--- config.mk ---
export PLATFORM = sky130hd
export DESIGN_NAME = beacon_presence_ttl_table
export DESIGN_NICKNAME = d
export VERILOG_FILES = /design/src/hdl/bptt_pkg.sv /design/src/hdl/beacon_presence_ttl_table.sv /design/src/hdl/bptt_cell.sv /design/src/hdl/bptt_ctrl.sv
export SDC_FILE = /design/constraint.sdc
export NUM_CORES = 1
export LEC_CHECK = 0
export CAP_MARGIN = 20
export CORE_UTILIZATION = 40
export CTS_CLUSTER_SIZE = 14
export DETAILED_ROUTE_END_ITERATION = 10
export DONT_BUFFER_PORTS = 1
export PLACE_DENSITY_LB_ADDON = 0.12
export SYNTH_ARGS = -nofsm -noshare
export SYNTH_HDL_FRONTEND = slang
export SYNTH_SLANG_ARGS = --single-unit
export TNS_END_PERCENT = 1
--- constraint.sdc ---
create_clock -name clk -period 9.5 [get_ports clk]
set_input_delay 1.425 -clock clk [delete_from_list [all_inputs] [get_ports clk]]
set_output_delay 1.425 -clock clk [all_outputs]
set_load 0.01 [all_outputs]
--- src/hdl/bptt_pkg.sv ---
// ----------------------------------------------------------------------------
// Beacon presence table package
// Shared types, request and event codes, and constants of the presence table.
// ----------------------------------------------------------------------------
package bptt_pkg;

	localparam int TABLE_ENTRIES_DEF = 16;
	localparam int RESULT_LIMIT      = 16;
	localparam int RM_W              = $clog2(RESULT_LIMIT + 1);

	localparam logic [31:0] ADV_MAGIC   = 32'h4C00_0215;
	localparam logic [4:0]  ADV_LEN     = 5'd25;
	localparam logic [3:0]  TTL_DEFAULT = 4'd3;

	typedef enum logic [1:0] {
		REQ_SCAN_START = 2'd0,
		REQ_ADVERT     = 2'd1,
		REQ_SCAN_END   = 2'd2,
		REQ_UNUSED     = 2'd3
	} req_t;

	typedef enum logic [1:0] {
		EV_ENTERED = 2'd0,
		EV_LEFT    = 2'd1,
		EV_DROPPED = 2'd2,
		EV_NONE    = 2'd3
	} kind_t;

	typedef struct packed {
		logic        valid;
		logic        pick;
		logic [31:0] key;
		logic [3:0]  ttl;
	} entry_t;

	typedef struct packed {
		logic        done;
		logic        load;
		logic [31:0] key;
		logic [3:0]  ttl;
	} commit_t;

endpackage

--- src/hdl/beacon_presence_ttl_table.sv ---
// ----------------------------------------------------------------------------
// Beacon presence table with time-to-live aging
// A ring of entry cells rotated past one processing point by a controller.
// ----------------------------------------------------------------------------
// A request is taken at a rising clock edge where start is high and busy is
// low. Scan start ages all live entries, an advertisement refreshes or
// inserts a beacon, and scan end removes expired entries.
// Requests that do no work (a bad advertisement or an unused type) are taken
// and leave busy low. Any other request rotates the whole table once past the
// head cell, one entry per cycle, then passes through a finishing state; busy
// stays high through both, and the length of the rotation sets how often a new
// request can follow. Each event appears for one cycle with result_valid high.
// A left event is held until the next expired entry reaches the head and
// appears in the cycle after that. The final event of a request carries
// last_event and appears in the cycle after the finishing state, when busy is
// already low. The receiver cannot stall the block, so it must take every
// event. The time-to-live reload is written through cfg_valid/cfg_ready; the
// user must do so only while idle, as the block does not enforce it.
// cfg_ready is always high. Reset empties the table and sets the reload to 3.
// ----------------------------------------------------------------------------
module beacon_presence_ttl_table #(
	parameter int TABLE_ENTRIES = bptt_pkg::TABLE_ENTRIES_DEF
) (
	input  logic        clk,
	input  logic        arst_n,
	input  logic        start,
	output logic        busy,
	input  logic [1:0]  req_type,
	input  logic [4:0]  adv_length,
	input  logic [31:0] adv_header,
	input  logic [15:0] beacon_major,
	input  logic [15:0] beacon_minor,
	input  logic        cfg_valid,
	output logic        cfg_ready,
	input  logic [3:0]  cfg_ttl_reload,
	output logic        result_valid,
	output logic [1:0]  event_kind,
	output logic [15:0] event_major,
	output logic [15:0] event_minor,
	output logic        last_event
);
	import bptt_pkg::*;

	entry_t  ent [TABLE_ENTRIES];
	entry_t  feed;
	logic    shift;
	commit_t commit;

	bptt_ctrl #(
		.TABLE_ENTRIES(TABLE_ENTRIES)
	) u_ctrl (
		.clk           (clk),
		.arst_n        (arst_n),
		.start         (start),
		.busy          (busy),
		.req_type      (req_type),
		.adv_length    (adv_length),
		.adv_header    (adv_header),
		.beacon_major  (beacon_major),
		.beacon_minor  (beacon_minor),
		.cfg_valid     (cfg_valid),
		.cfg_ready     (cfg_ready),
		.cfg_ttl_reload(cfg_ttl_reload),
		.tail          (ent[0]),
		.feed          (feed),
		.shift         (shift),
		.commit        (commit),
		.result_valid  (result_valid),
		.event_kind    (event_kind),
		.event_major   (event_major),
		.event_minor   (event_minor),
		.last_event    (last_event)
	);

	for (genvar i = 0; i < TABLE_ENTRIES; i++) begin : g_cell
		entry_t nxt;
		if (i == TABLE_ENTRIES - 1) begin : g_end
			assign nxt = feed;
		end else begin : g_mid
			assign nxt = ent[i+1];
		end
		bptt_cell u_cell (
			.clk   (clk),
			.arst_n(arst_n),
			.shift (shift),
			.nxt   (nxt),
			.commit(commit),
			.entry (ent[i])
		);
	end

endmodule

--- src/hdl/bptt_cell.sv ---
// ----------------------------------------------------------------------------
// Beacon presence table cell
// Holds one table entry and hands it to its neighbor when the ring rotates.
// ----------------------------------------------------------------------------
module bptt_cell (
	input  logic              clk,
	input  logic              arst_n,
	input  logic              shift,
	input  bptt_pkg::entry_t  nxt,
	input  bptt_pkg::commit_t commit,
	output bptt_pkg::entry_t  entry
);
	import bptt_pkg::*;

	logic        valid_q;
	logic        pick_q;
	logic [31:0] key_q;
	logic [3:0]  ttl_q;

	always_ff @(posedge clk or negedge arst_n) begin
		if (!arst_n) begin
			valid_q <= 1'b0;
			pick_q  <= 1'b0;
		end else if (shift) begin
			valid_q <= nxt.valid;
			pick_q  <= nxt.pick;
		end else if (commit.done) begin
			if (commit.load && pick_q) begin
				valid_q <= 1'b1;
			end
			pick_q <= 1'b0;
		end
	end

	always_ff @(posedge clk) begin
		if (shift) begin
			key_q <= nxt.key;
			ttl_q <= nxt.ttl;
		end else if (commit.done && commit.load && pick_q) begin
			key_q <= commit.key;
			ttl_q <= commit.ttl;
		end
	end

	assign entry = '{valid: valid_q, pick: pick_q, key: key_q, ttl: ttl_q};

endmodule

--- src/hdl/bptt_ctrl.sv ---
// ----------------------------------------------------------------------------
// Beacon presence table controller
// Sequences the ring rotation, processes the entry leaving the ring head and
// registers the resulting events.
// ----------------------------------------------------------------------------
module bptt_ctrl #(
	parameter int TABLE_ENTRIES = bptt_pkg::TABLE_ENTRIES_DEF
) (
	input  logic              clk,
	input  logic              arst_n,
	input  logic              start,
	output logic              busy,
	input  logic [1:0]        req_type,
	input  logic [4:0]        adv_length,
	input  logic [31:0]       adv_header,
	input  logic [15:0]       beacon_major,
	input  logic [15:0]       beacon_minor,
	input  logic              cfg_valid,
	output logic              cfg_ready,
	input  logic [3:0]        cfg_ttl_reload,
	input  bptt_pkg::entry_t  tail,
	output bptt_pkg::entry_t  feed,
	output logic              shift,
	output bptt_pkg::commit_t commit,
	output logic              result_valid,
	output logic [1:0]        event_kind,
	output logic [15:0]       event_major,
	output logic [15:0]       event_minor,
	output logic              last_event
);
	import bptt_pkg::*;

	localparam int IDX_W = (TABLE_ENTRIES > 1) ? $clog2(TABLE_ENTRIES) : 1;
	localparam logic [IDX_W-1:0] LAST_IDX = IDX_W'(TABLE_ENTRIES - 1);

	typedef enum logic [1:0] {
		ST_IDLE,
		ST_WALK,
		ST_FINISH
	} state_t;

	state_t          state_q;
	logic [IDX_W-1:0] cnt_q;
	req_t            op_q;
	logic [31:0]     key_q;
	logic [3:0]      reload_q;
	logic            hit_q;
	logic            free_q;
	logic [RM_W-1:0] rm_cnt_q;
	logic            pend_valid_q;
	logic [31:0]     pend_key_q;
	logic            res_valid_q;
	kind_t           res_kind_q;
	logic [31:0]     res_key_q;
	logic            res_last_q;

	logic accept;
	logic work;
	logic is_hit;
	logic is_free;
	logic is_expired;

	assign busy      = (state_q != ST_IDLE);
	assign cfg_ready = 1'b1;
	assign accept    = start && !busy;
	assign shift     = (state_q == ST_WALK);

	always_comb begin
		unique case (req_t'(req_type))
			REQ_SCAN_START, REQ_SCAN_END: work = 1'b1;
			REQ_ADVERT:   work = (adv_length == ADV_LEN) && (adv_header == ADV_MAGIC);
			default:      work = 1'b0;
		endcase
	end

	assign is_hit     = (op_q == REQ_ADVERT) && tail.valid && !hit_q && (tail.key == key_q);
	assign is_free    = (op_q == REQ_ADVERT) && !tail.valid && !free_q;
	assign is_expired = (op_q == REQ_SCAN_END) && tail.valid && (tail.ttl == 4'd0)
		&& (rm_cnt_q < RM_W'(RESULT_LIMIT));

	always_comb begin
		feed = tail;
		if ((op_q == REQ_SCAN_START) && tail.valid && (tail.ttl != 4'd0)) begin
			feed.ttl = tail.ttl - 4'd1;
		end
		if (is_hit) begin
			feed.ttl = reload_q;
		end
		if (is_free) begin
			feed.pick = 1'b1;
		end
		if (is_expired) begin
			feed.valid = 1'b0;
		end
	end

	always_comb begin
		commit.done = (state_q == ST_FINISH);
		commit.load = (state_q == ST_FINISH) && (op_q == REQ_ADVERT) && !hit_q && free_q;
		commit.key  = key_q;
		commit.ttl  = reload_q;
	end

	always_ff @(posedge clk or negedge arst_n) begin
		if (!arst_n) begin
			state_q      <= ST_IDLE;
			cnt_q        <= '0;
			op_q         <= REQ_SCAN_START;
			reload_q     <= TTL_DEFAULT;
			hit_q        <= 1'b0;
			free_q       <= 1'b0;
			rm_cnt_q     <= '0;
			pend_valid_q <= 1'b0;
			res_valid_q  <= 1'b0;
		end else begin
			res_valid_q <= 1'b0;
			if (cfg_valid && cfg_ready) begin
				reload_q <= cfg_ttl_reload;
			end
			unique case (state_q)
				ST_IDLE: begin
					if (accept && work) begin
						state_q      <= ST_WALK;
						cnt_q        <= '0;
						op_q         <= req_t'(req_type);
						hit_q        <= 1'b0;
						free_q       <= 1'b0;
						rm_cnt_q     <= '0;
						pend_valid_q <= 1'b0;
					end
				end
				ST_WALK: begin
					if (is_hit) begin
						hit_q <= 1'b1;
					end
					if (is_free) begin
						free_q <= 1'b1;
					end
					if (is_expired) begin
						rm_cnt_q     <= rm_cnt_q + RM_W'(1);
						pend_valid_q <= 1'b1;
						if (pend_valid_q) begin
							res_valid_q <= 1'b1;
							res_kind_q  <= EV_LEFT;
							res_key_q   <= pend_key_q;
							res_last_q  <= 1'b0;
						end
					end
					cnt_q <= cnt_q + IDX_W'(1);
					if (cnt_q == LAST_IDX) begin
						state_q <= ST_FINISH;
					end
				end
				ST_FINISH: begin
					state_q <= ST_IDLE;
					if (op_q == REQ_ADVERT && !hit_q) begin
						res_valid_q <= 1'b1;
						res_kind_q  <= free_q ? EV_ENTERED : EV_DROPPED;
						res_key_q   <= key_q;
						res_last_q  <= 1'b1;
					end else if (op_q == REQ_SCAN_END && pend_valid_q) begin
						res_valid_q <= 1'b1;
						res_kind_q  <= EV_LEFT;
						res_key_q   <= pend_key_q;
						res_last_q  <= 1'b1;
					end
				end
				default: state_q <= ST_IDLE;
			endcase
		end
	end

	always_ff @(posedge clk) begin
		if (accept && work) begin
			key_q <= {beacon_major, beacon_minor};
		end
		if (state_q == ST_WALK && is_expired) begin
			pend_key_q <= tail.key;
		end
	end

	assign result_valid = res_valid_q;
	assign event_kind   = res_kind_q;
	assign event_major  = res_key_q[31:16];
	assign event_minor  = res_key_q[15:0];
	assign last_event   = res_last_q;

endmodule

==> impl_results.md, run 1 <==
* Worst Hold Class: register to register
* Clock transition time at the flip-flop clock pins of the worst setup and hold paths at 0.06 ns
* Global-route congestion overflow total at 0
* Effective utilization at floorplan at 0.406
* Fraction of the yosys area taken by sequential cells at 0.756
* Residual antenna-violating net count after detailed routing at 0
* Internal portion of total power at 0.00692 W
* Final Routed Wirelength at 64.0 mm
* Area added between synthesis and finish at 11.8%
* Fraction of power spent switching nets at 0.322
* Number of antenna violations at the first check in global routing at 0
* Nets@finish at 2459
* Die area at 0.0725 mm²
* Worst path slowest cell: ha_4
* H-tree levels at 3
* Top FF cell, synth: edfxtp_1
* Number of fillers in the final layout at 6472
* Antenna diodes at 0
* Fin crit share at 0.386
* Kind of cell adding the most delay to the critical path: buffers and inverters
* Via count at 16600
* CTS tree: built
* Average wire per cell in the routed design at 19.0 µm
* Most common library cell in the layout ignoring fill and taps: nand2_1
* Post-Route Hold Slack at 0.495 ns
* Largest net degree at the start of global routing at 229
* FFs w/ async S/R, synth at 0.0728
* # Max-Cap Violations at 0
* Static leakage power at 12.2 nW
* Register Area at 0.0216 mm²
* CTS root buf: clkbuf_16
* Post-Synthesis Mean Instance Area at 11.9 µm²
* Fraction of power consumed by sequential logic at 0.494
* Number of gates resized after CTS at 0
* Aggregate global-route resource usage at 0.176
* Core Footprint at 0.0704 mm²
* Number of global-route vias before repair at 15800
* Number of instances in the synthesized netlist at 2395
* Most used cells in the layout excluding fill and tap cells: nand2_1, edfxtp_1, clkbuf_16
* First-pass GRT wire length at 98.3 mm
* Number of rows created at floorplan at 97
* Finished Cell Area at 0.0319 mm²
* Critical Path RT at 9.75 ns
* Delay contributed by the slowest stage of the critical path at 0.53 ns
* Total of warnings raised by yosys at 0
* Post-synth cell types at 56
* Worst setup path category: register to register
* Maximum number of buffers from clock root to sink at 3
* Horizontal die dimension at 269 µm
* Critical path fanouts, max at 50
* Timing-limited maximum frequency at 0.273 GHz
* Fin Setup TNS at 0 ns
* Post-CTS Setup Repair Bufs at 0
* Number of enable flip-flop cells after synthesis at 675
* Post-synth net total at 2480
* Area of combinational cells with multiple inputs at 0.00647 mm²
* # IOs at 117
* Worst VDD drop at 215 µV
* Post-Route Utilization at 0.454
* Number of iterations in the first detailed-routing pass at 5
* Total buffers and inverters traversed by the critical path at 5
* Number of buffers created by CTS at 76
* Arr. time, crit path at 3.91 ns
* Final critical path time including I/O delays and setup at 3.66 ns
* Detailed router's first-iteration violation count at 1739
* # DRC at 0
* Status: completed
* RD Place Congestion at 0.773
* Final Slew Violations at 0
* Placed cell areas at 0.0295 mm²
* Fraction of final layout cells with drive strength greater than 1 at 0.0659
* Power Total at 0.0102 W
* Maximum clock skew at final layout at 0.0246 ns
* Cell Chain, Critical Path: inv_1, ha_4, inv_2, buf_4, nor3_2, buf_4, nand2_1, a21oi_4, buf_4
* Clock network power share at 0.281
* Crit end category: register
* Setup repair after global routing missed its margin: no
* TritonCTS Sinks at 728
* Endpoints failing setup at 0
* Areal power density over the cells at 319 mW/mm²
* Worst-Margin Slew at 1.10 ns
* Mapped cell area at 0.0286 mm²
* Number of buffers inserted for hold repair after clock tree synthesis at 0
* Hold Vio Cnt, Final at 0
* Synthesized flop and latch total at 728
* Height of the die at 269 µm
* Port Buf Inserts at 0
* Max_slew headroom at 0.264
* Most Frequent Cell on Critical Path: buf_4
* Comb power frac at 0.225
* Crit path launch type: register
* Skew-Pair Late Insertion Delay at 0.61 ns
* HPWL after DPL at 35.4 mm
* Detailed-route vias per instance at 4.94
* Net Sw Power at 0.00328 W
-- kinds of logic after synthesis --
family | after synthesis | share of synthesized area
simple gates | 1377 | 0.187
flops | 728 | 0.756
buf+inv | 152 | 0.0201
compound gates | 88 | 0.0208
xor+xnor | 34 | 0.0104
mux | 9 | 0.00355
fa+ha+maj | 6 | 0.00263
other cells | 1 | 0.000131
-- sequential cells by signal, summed over array words and instances (netlist names), 5 cells and up --
signal	flops
g_cell.u_cell.valid_q	16
g_cell.u_cell.pick_q	16
g_cell.u_cell.ttl_q	64
g_cell.u_cell.key_q	512
u_ctrl.key_q	32
u_ctrl.res_key_q	32
u_ctrl.pend_key_q	32
u_ctrl.rm_cnt_q	5
-- stage by stage --
stage,cells,setup slack (ns)
CTS,3365,5.77
finish,3367,5.84
floorplan,2395,3.63
detailed placement,3234,5.37
global placement,3234,5.47
global route,3367,5.53
-- final cells by class --
| cell class | instances | share of cell area |
|---|---|---|
| clock buffer | 103 | 0.0673 |
| clock inverter | 28 | 0.00627 |
| timing repair buffer | 27 | 0.00776 |
| sequential | 728 | 0.676 |
| inverter | 26 | 0.00306 |
| tap | 940 | 0.0368 |
| multi-input combinational | 1515 | 0.203 |
-- power by group through the flow --
stage / Combinational (W) / Clock [W] / Sequential [W]
3_5_place_dp: 0.00234 / 0 / 0.00509
3_3_place_gp: 0.00229 / 0 / 0.00508
4_1_cts: 0.00235 / 0.00294 / 0.00504
5_1_grt: 0.00261 / 0.00306 / 0.00511
6_report: 0.00229 / 0.00287 / 0.00504
2_1_floorplan: 0.00151 / 0 / 0.00500
-- worst paths after layout --
path / from / end / slack, ns / cells past startpoint
max in group asynchronous: arst_n / u_ctrl.reload_q[0]$_DFFE_PN1P_ / 8.82 / 0
worst max-delay path: u_ctrl.state_q[1]$_DFFE_PN0P_ / u_ctrl.res_key_q[9]$_DFFE_PP_ / 5.84 / 9
min in group asynchronous: arst_n / g_cell[12].u_cell.valid_q$_DFFE_PN0P_ / 0.51 / 0
worst min-delay path: g_cell[3].u_cell.valid_q$_DFFE_PN0P_ / g_cell[3].u_cell.valid_q$_DFFE_PN0P_ / 0.49 / 2
worst min register to register: g_cell[3].u_cell.valid_q$_DFFE_PN0P_ / g_cell[3].u_cell.valid_q$_DFFE_PN0P_ / 0.49 / 2
worst max register to register: u_ctrl.state_q[1]$_DFFE_PN0P_ / u_ctrl.res_key_q[9]$_DFFE_PP_ / 5.84 / 9
-- synth_stat cells (all sizes together), types with 2 or more instances --
cell | instances | share of area
nand2 | 1297 | 0.17
edfxtp | 675 | 0.71
clkbuf | 122 | 0.016
dfrtp | 51 | 0.045
nor2 | 36 | 0.0047
xor2 | 32 | 0.0098
inv | 25 | 0.0033
a21oi | 24 | 0.0042
a21o | 16 | 0.0042
o22ai | 16 | 0.0035
nor4 | 12 | 0.0026
mux2 | 9 | 0.0035
o21ai | 9 | 0.0016
nand3 | 7 | 0.0012
ha | 6 | 0.0026
a31oi | 4 | 0.0011
buf | 4 | 0.00070
nor4b | 4 | 0.0018
nor4bb | 4 | 0.0014
a2111oi | 3 | 0.0011
a211o | 3 | 0.00092
o211ai | 3 | 0.00079
a2bb2oi | 2 | 0.00061
and3 | 2 | 0.00044
and4 | 2 | 0.00061
dfstp | 2 | 0.0018
nand4 | 2 | 0.00044
o31ai | 2 | 0.0010
or3b | 2 | 0.00061
xnor2 | 2 | 0.00061
-- worst register-to-register path, stage by stage (launching register included) --
cell	delay, ns
dfrtp_1	0.40
inv_1	0.12
ha_4	0.53
inv_2	0.38
buf_4	0.37
nor3_2	0.23
buf_4	0.43
nand2_1	0.20
a21oi_4	0.22
buf_4	0.41
-- routing by layer --
metal  vias up  track usage  routed length [µm]  part of all wire
met2       455        0.263               28500              0.45
met5         -            0                   0                 0
met4         0       0.0474                1090             0.017
li1       7972            -                   -                 -
met3        81       0.0305                3590             0.056
met1      8133        0.265               30800              0.48
Note: power is estimated with default switching activity, not from simulation.
==> run 2: changes to the inputs <==
Clock period 9.5 ns to 3.7 ns, I/O delays scaled along.
==> run 2 against run 1 <==
Against the previous run: critical endpoint is now u_ctrl.key_q[15]$_DFFE_PP_; sequential share of layout area shrank 0.54 points; final area grew 0.80%; fmax grew 20%; combinational power grew to 2.7 times the previous value; utilization grew 0.36 points; first-iteration DRC count shrank 3.3%.
==> impl_results.md, run 2 (synthesis gave the netlist of run 1 again) <==
* Status: completed (unchanged)
* HPWL after DPL at 41.3 mm (was 35.4 mm)
* Final critical path time including I/O delays and setup at 3.05 ns (was 3.66 ns)
* Crit end category: register (unchanged)
* Total buffers and inverters traversed by the critical path at 3 (was 5)
* Most flop-heavy register: g_cell.u_cell.key_q (unchanged)
* Finished Cell Area at 0.0322 mm² (was 0.0319 mm²)
* Number of global-route vias before repair at 16400 (was 15800)
* Cell Chain, Critical Path: inv_1, ha_1, nand2_1, nor4b_4, a31oi_2, inv_2, buf_4 (was inv_1, ha_4, inv_2, buf_4, nor3_2, buf_4, nand2_1, a21oi_4, buf_4)
* Fraction of final layout cells with drive strength greater than 1 at 0.0706 (was 0.0659)
* Fin worst setup slack at 0.652 ns (was 5.84 ns)
* Critical path fanouts, max at 20 (was 50)
* Delay contributed by the slowest stage of the critical path at 0.49 ns (was 0.53 ns)
* Hold Vio Cnt, Final at 0 (unchanged)
* Most common library cell in the layout ignoring fill and taps: nand2_1 (unchanged)
* Leading registers by flop count: g_cell.u_cell.key_q x512, g_cell.u_cell.ttl_q x64 (unchanged)
* Area added between synthesis and finish at 12.7% (was 11.8%)
* # Max-Cap Violations at 0 (unchanged)
* Height of the die at 269 µm (unchanged)
* Number of iterations in the first detailed-routing pass at 5 (unchanged)
* Worst Hold Path Cells at 0 (was 2)
* Die area at 0.0725 mm² (unchanged)
* Worst-Margin Slew at 1.00 ns (was 1.10 ns)
* Largest net degree at the start of global routing at 199 (was 229)
* Final Routed Wirelength at 68.6 mm (was 64.0 mm)
* CTS tree: built (unchanged)
* First-pass GRT wire length at 106 mm (was 98.3 mm)
* Aggregate global-route resource usage at 0.190 (was 0.176)
* Final Slew Violations at 0 (unchanged)
* Worst Hold Class: primary input to register (was register to register)
* Horizontal die dimension at 269 µm (unchanged)
* TritonCTS Sinks at 728 (unchanged)
* Startpoint of the tightest hold check path: beacon_minor[8] (was g_cell[3].u_cell.valid_q$_DFFE_PN0P_)
* Pre-CTS setup slack at 0.653 ns (was 5.37 ns)
* Endpoints failing setup at 0 (unchanged)
* Skew-Pair Late Insertion Delay at 0.61 ns (about the same)
* Terminus of the critical flop-to-flop path: u_ctrl.key_q[15]$_DFFE_PP_ (was u_ctrl.res_key_q[9]$_DFFE_PP_)
* Number of gates resized after CTS at 0 (unchanged)
* Register-to-register path setup slack at 0.65 ns (was 5.84 ns)
* Placed cell areas at 0.0297 mm² (was 0.0295 mm²)
* Core Footprint at 0.0704 mm² (unchanged)
* Fin Setup TNS at 0 ns (unchanged)
* Nets@finish at 2482 (was 2459)
* Critical Path RT at 3.98 ns (was 9.75 ns)
* Worst VDD drop at 497 µV (was 215 µV)
* Max_slew headroom at 0.328 (was 0.264)
* Via count at 17000 (was 16600)
* Number of rows created at floorplan at 97 (unchanged)
* Maximum number of buffers from clock root to sink at 3 (unchanged)
* Worst setup path category: register to register (unchanged)
* Destination of the worst hold path: u_ctrl.key_q[8]$_DFFE_PP_ (was g_cell[3].u_cell.valid_q$_DFFE_PN0P_)
* Largest register FFs at 512 (unchanged)
* Crit path launch: u_ctrl.state_q[1]$_DFFE_PN0P_ (unchanged)
* Fin crit share at 0.824 (was 0.386)
* Most used cells in the layout excluding fill and tap cells: nand2_1, edfxtp_1, clkbuf_16 (unchanged)
* # IOs at 117 (unchanged)
* RD Place Congestion at 0.764 (was 0.773)
* Maximum clock skew at final layout at 0.0184 ns (was 0.0246 ns)
* CTS root buf: clkbuf_16 (unchanged)
* Kind of cell adding the most delay to the critical path: buffers and inverters (unchanged)
* Effective utilization at floorplan at 0.406 (unchanged)
* Cell depth of the worst flop-to-flop path at 7 (was 9)
* Worst path slowest cell: inv_2 (was ha_4)
* Residual antenna-violating net count after detailed routing at 0 (unchanged)
* Post-Route Utilization at 0.457 (was 0.454)
* Global-route congestion overflow total at 0 (unchanged)
* Arr. time, crit path at 3.33 ns (was 3.91 ns)
* Crit path launch type: register (unchanged)
* Reg-to-reg startpoint: u_ctrl.state_q[1]$_DFFE_PN0P_ (unchanged)
* Clock transition time at the flip-flop clock pins of the worst setup and hold paths at 0.06 ns (about the same)
* Average wire per cell in the routed design at 20.2 µm (was 19.0 µm)
* H-tree levels at 3 (unchanged)
* Timing-limited maximum frequency at 0.328 GHz (was 0.273 GHz)
* Static leakage power at 12.3 nW (was 12.2 nW)
* # DRC at 0 (unchanged)
* Detailed-route vias per instance at 5.01 (was 4.94)
* Port Buf Inserts at 0 (unchanged)
* Number of antenna violations at the first check in global routing at 3 (was 0)
* Areal power density over the cells at 821 mW/mm² (was 319 mW/mm²)
* Detailed router's first-iteration violation count at 1681 (was 1739)
* Setup repair after global routing missed its margin: no (unchanged)
* Number of buffers created by CTS at 78 (was 76)
## run 2: what timing repair did
| item | 4_1_cts | 5_1_grt |
|---|---|---|
| setup buffers | 0 | 0 |
| hold buffers | 13 | 0 |
| hold endpoints to repair | 64 | 0 |
## run 2: layout make-up
type / count / area [µm²]
repair buffers: 48 / 510
diodes: 2 / 5.00
well taps: 940 / 1180
fillers: 6471 / 38200
multi-input cells: 1515 / 6480
clock inverters: 27 / 206
clock buffers: 105 / 2130
inverters: 26 / 97.6
flip-flops and latches: 728 / 21600
## run 2: power breakdown
| group | internal (W) | switching, W | total, W | leakage (nW) |
|---|---|---|---|---|
| Clock | 0.00422 | 0.00313 | 0.00735 | 1.15 |
| Combinational | 0.00141 | 0.00470 | 0.00611 | 4.26 |
| Sequential | 0.0122 | 0.000762 | 0.0130 | 6.90 |
## run 2: metrics by stage
step	total power, W	std cells	hold WS [ns]
4_1_cts	0.0267	3389	0.00680
3_3_place_gp	0.0192	3244	0.261
5_1_grt	0.0278	3391	0.0153
2_1_floorplan	0.0167	2395	0.259
6_report	0.0264	3391	0.0439
3_5_place_dp	0.0192	3244	0.262
## run 2: routing by layer
layer / track usage / share of wire / up-vias
met5: 0 / 0 / -
met1: 0.307 / 0.51 / 8384
met4: 0.0576 / 0.021 / 0
met2: 0.258 / 0.41 / 505
li1: - / - / 8020
met3: 0.0312 / 0.053 / 95
## run 2: worst max-delay path by stage
stage	to	slack, ns	cells after the start
after floorplan	u_ctrl.event_kind[0]$_SDFFCE_PN1P_	0.04	6
after global placement	u_ctrl.key_q[16]$_DFFE_PP_	0.66	7
after detailed placement	u_ctrl.key_q[15]$_DFFE_PP_	0.65	7
after CTS	u_ctrl.key_q[16]$_DFFE_PP_	0.64	7
after global routing	u_ctrl.key_q[15]$_DFFE_PP_	0.49	7
final	u_ctrl.key_q[15]$_DFFE_PP_	0.65	7
## run 2: worst register-to-register path, stage by stage, from the launching register on
cell and delay (ns):
dfrtp_1 0.41, inv_1 0.15, ha_1 0.43, nand2_1 0.18, nor4b_4 0.31, a31oi_2 0.38, inv_2 0.49, buf_4 0.37
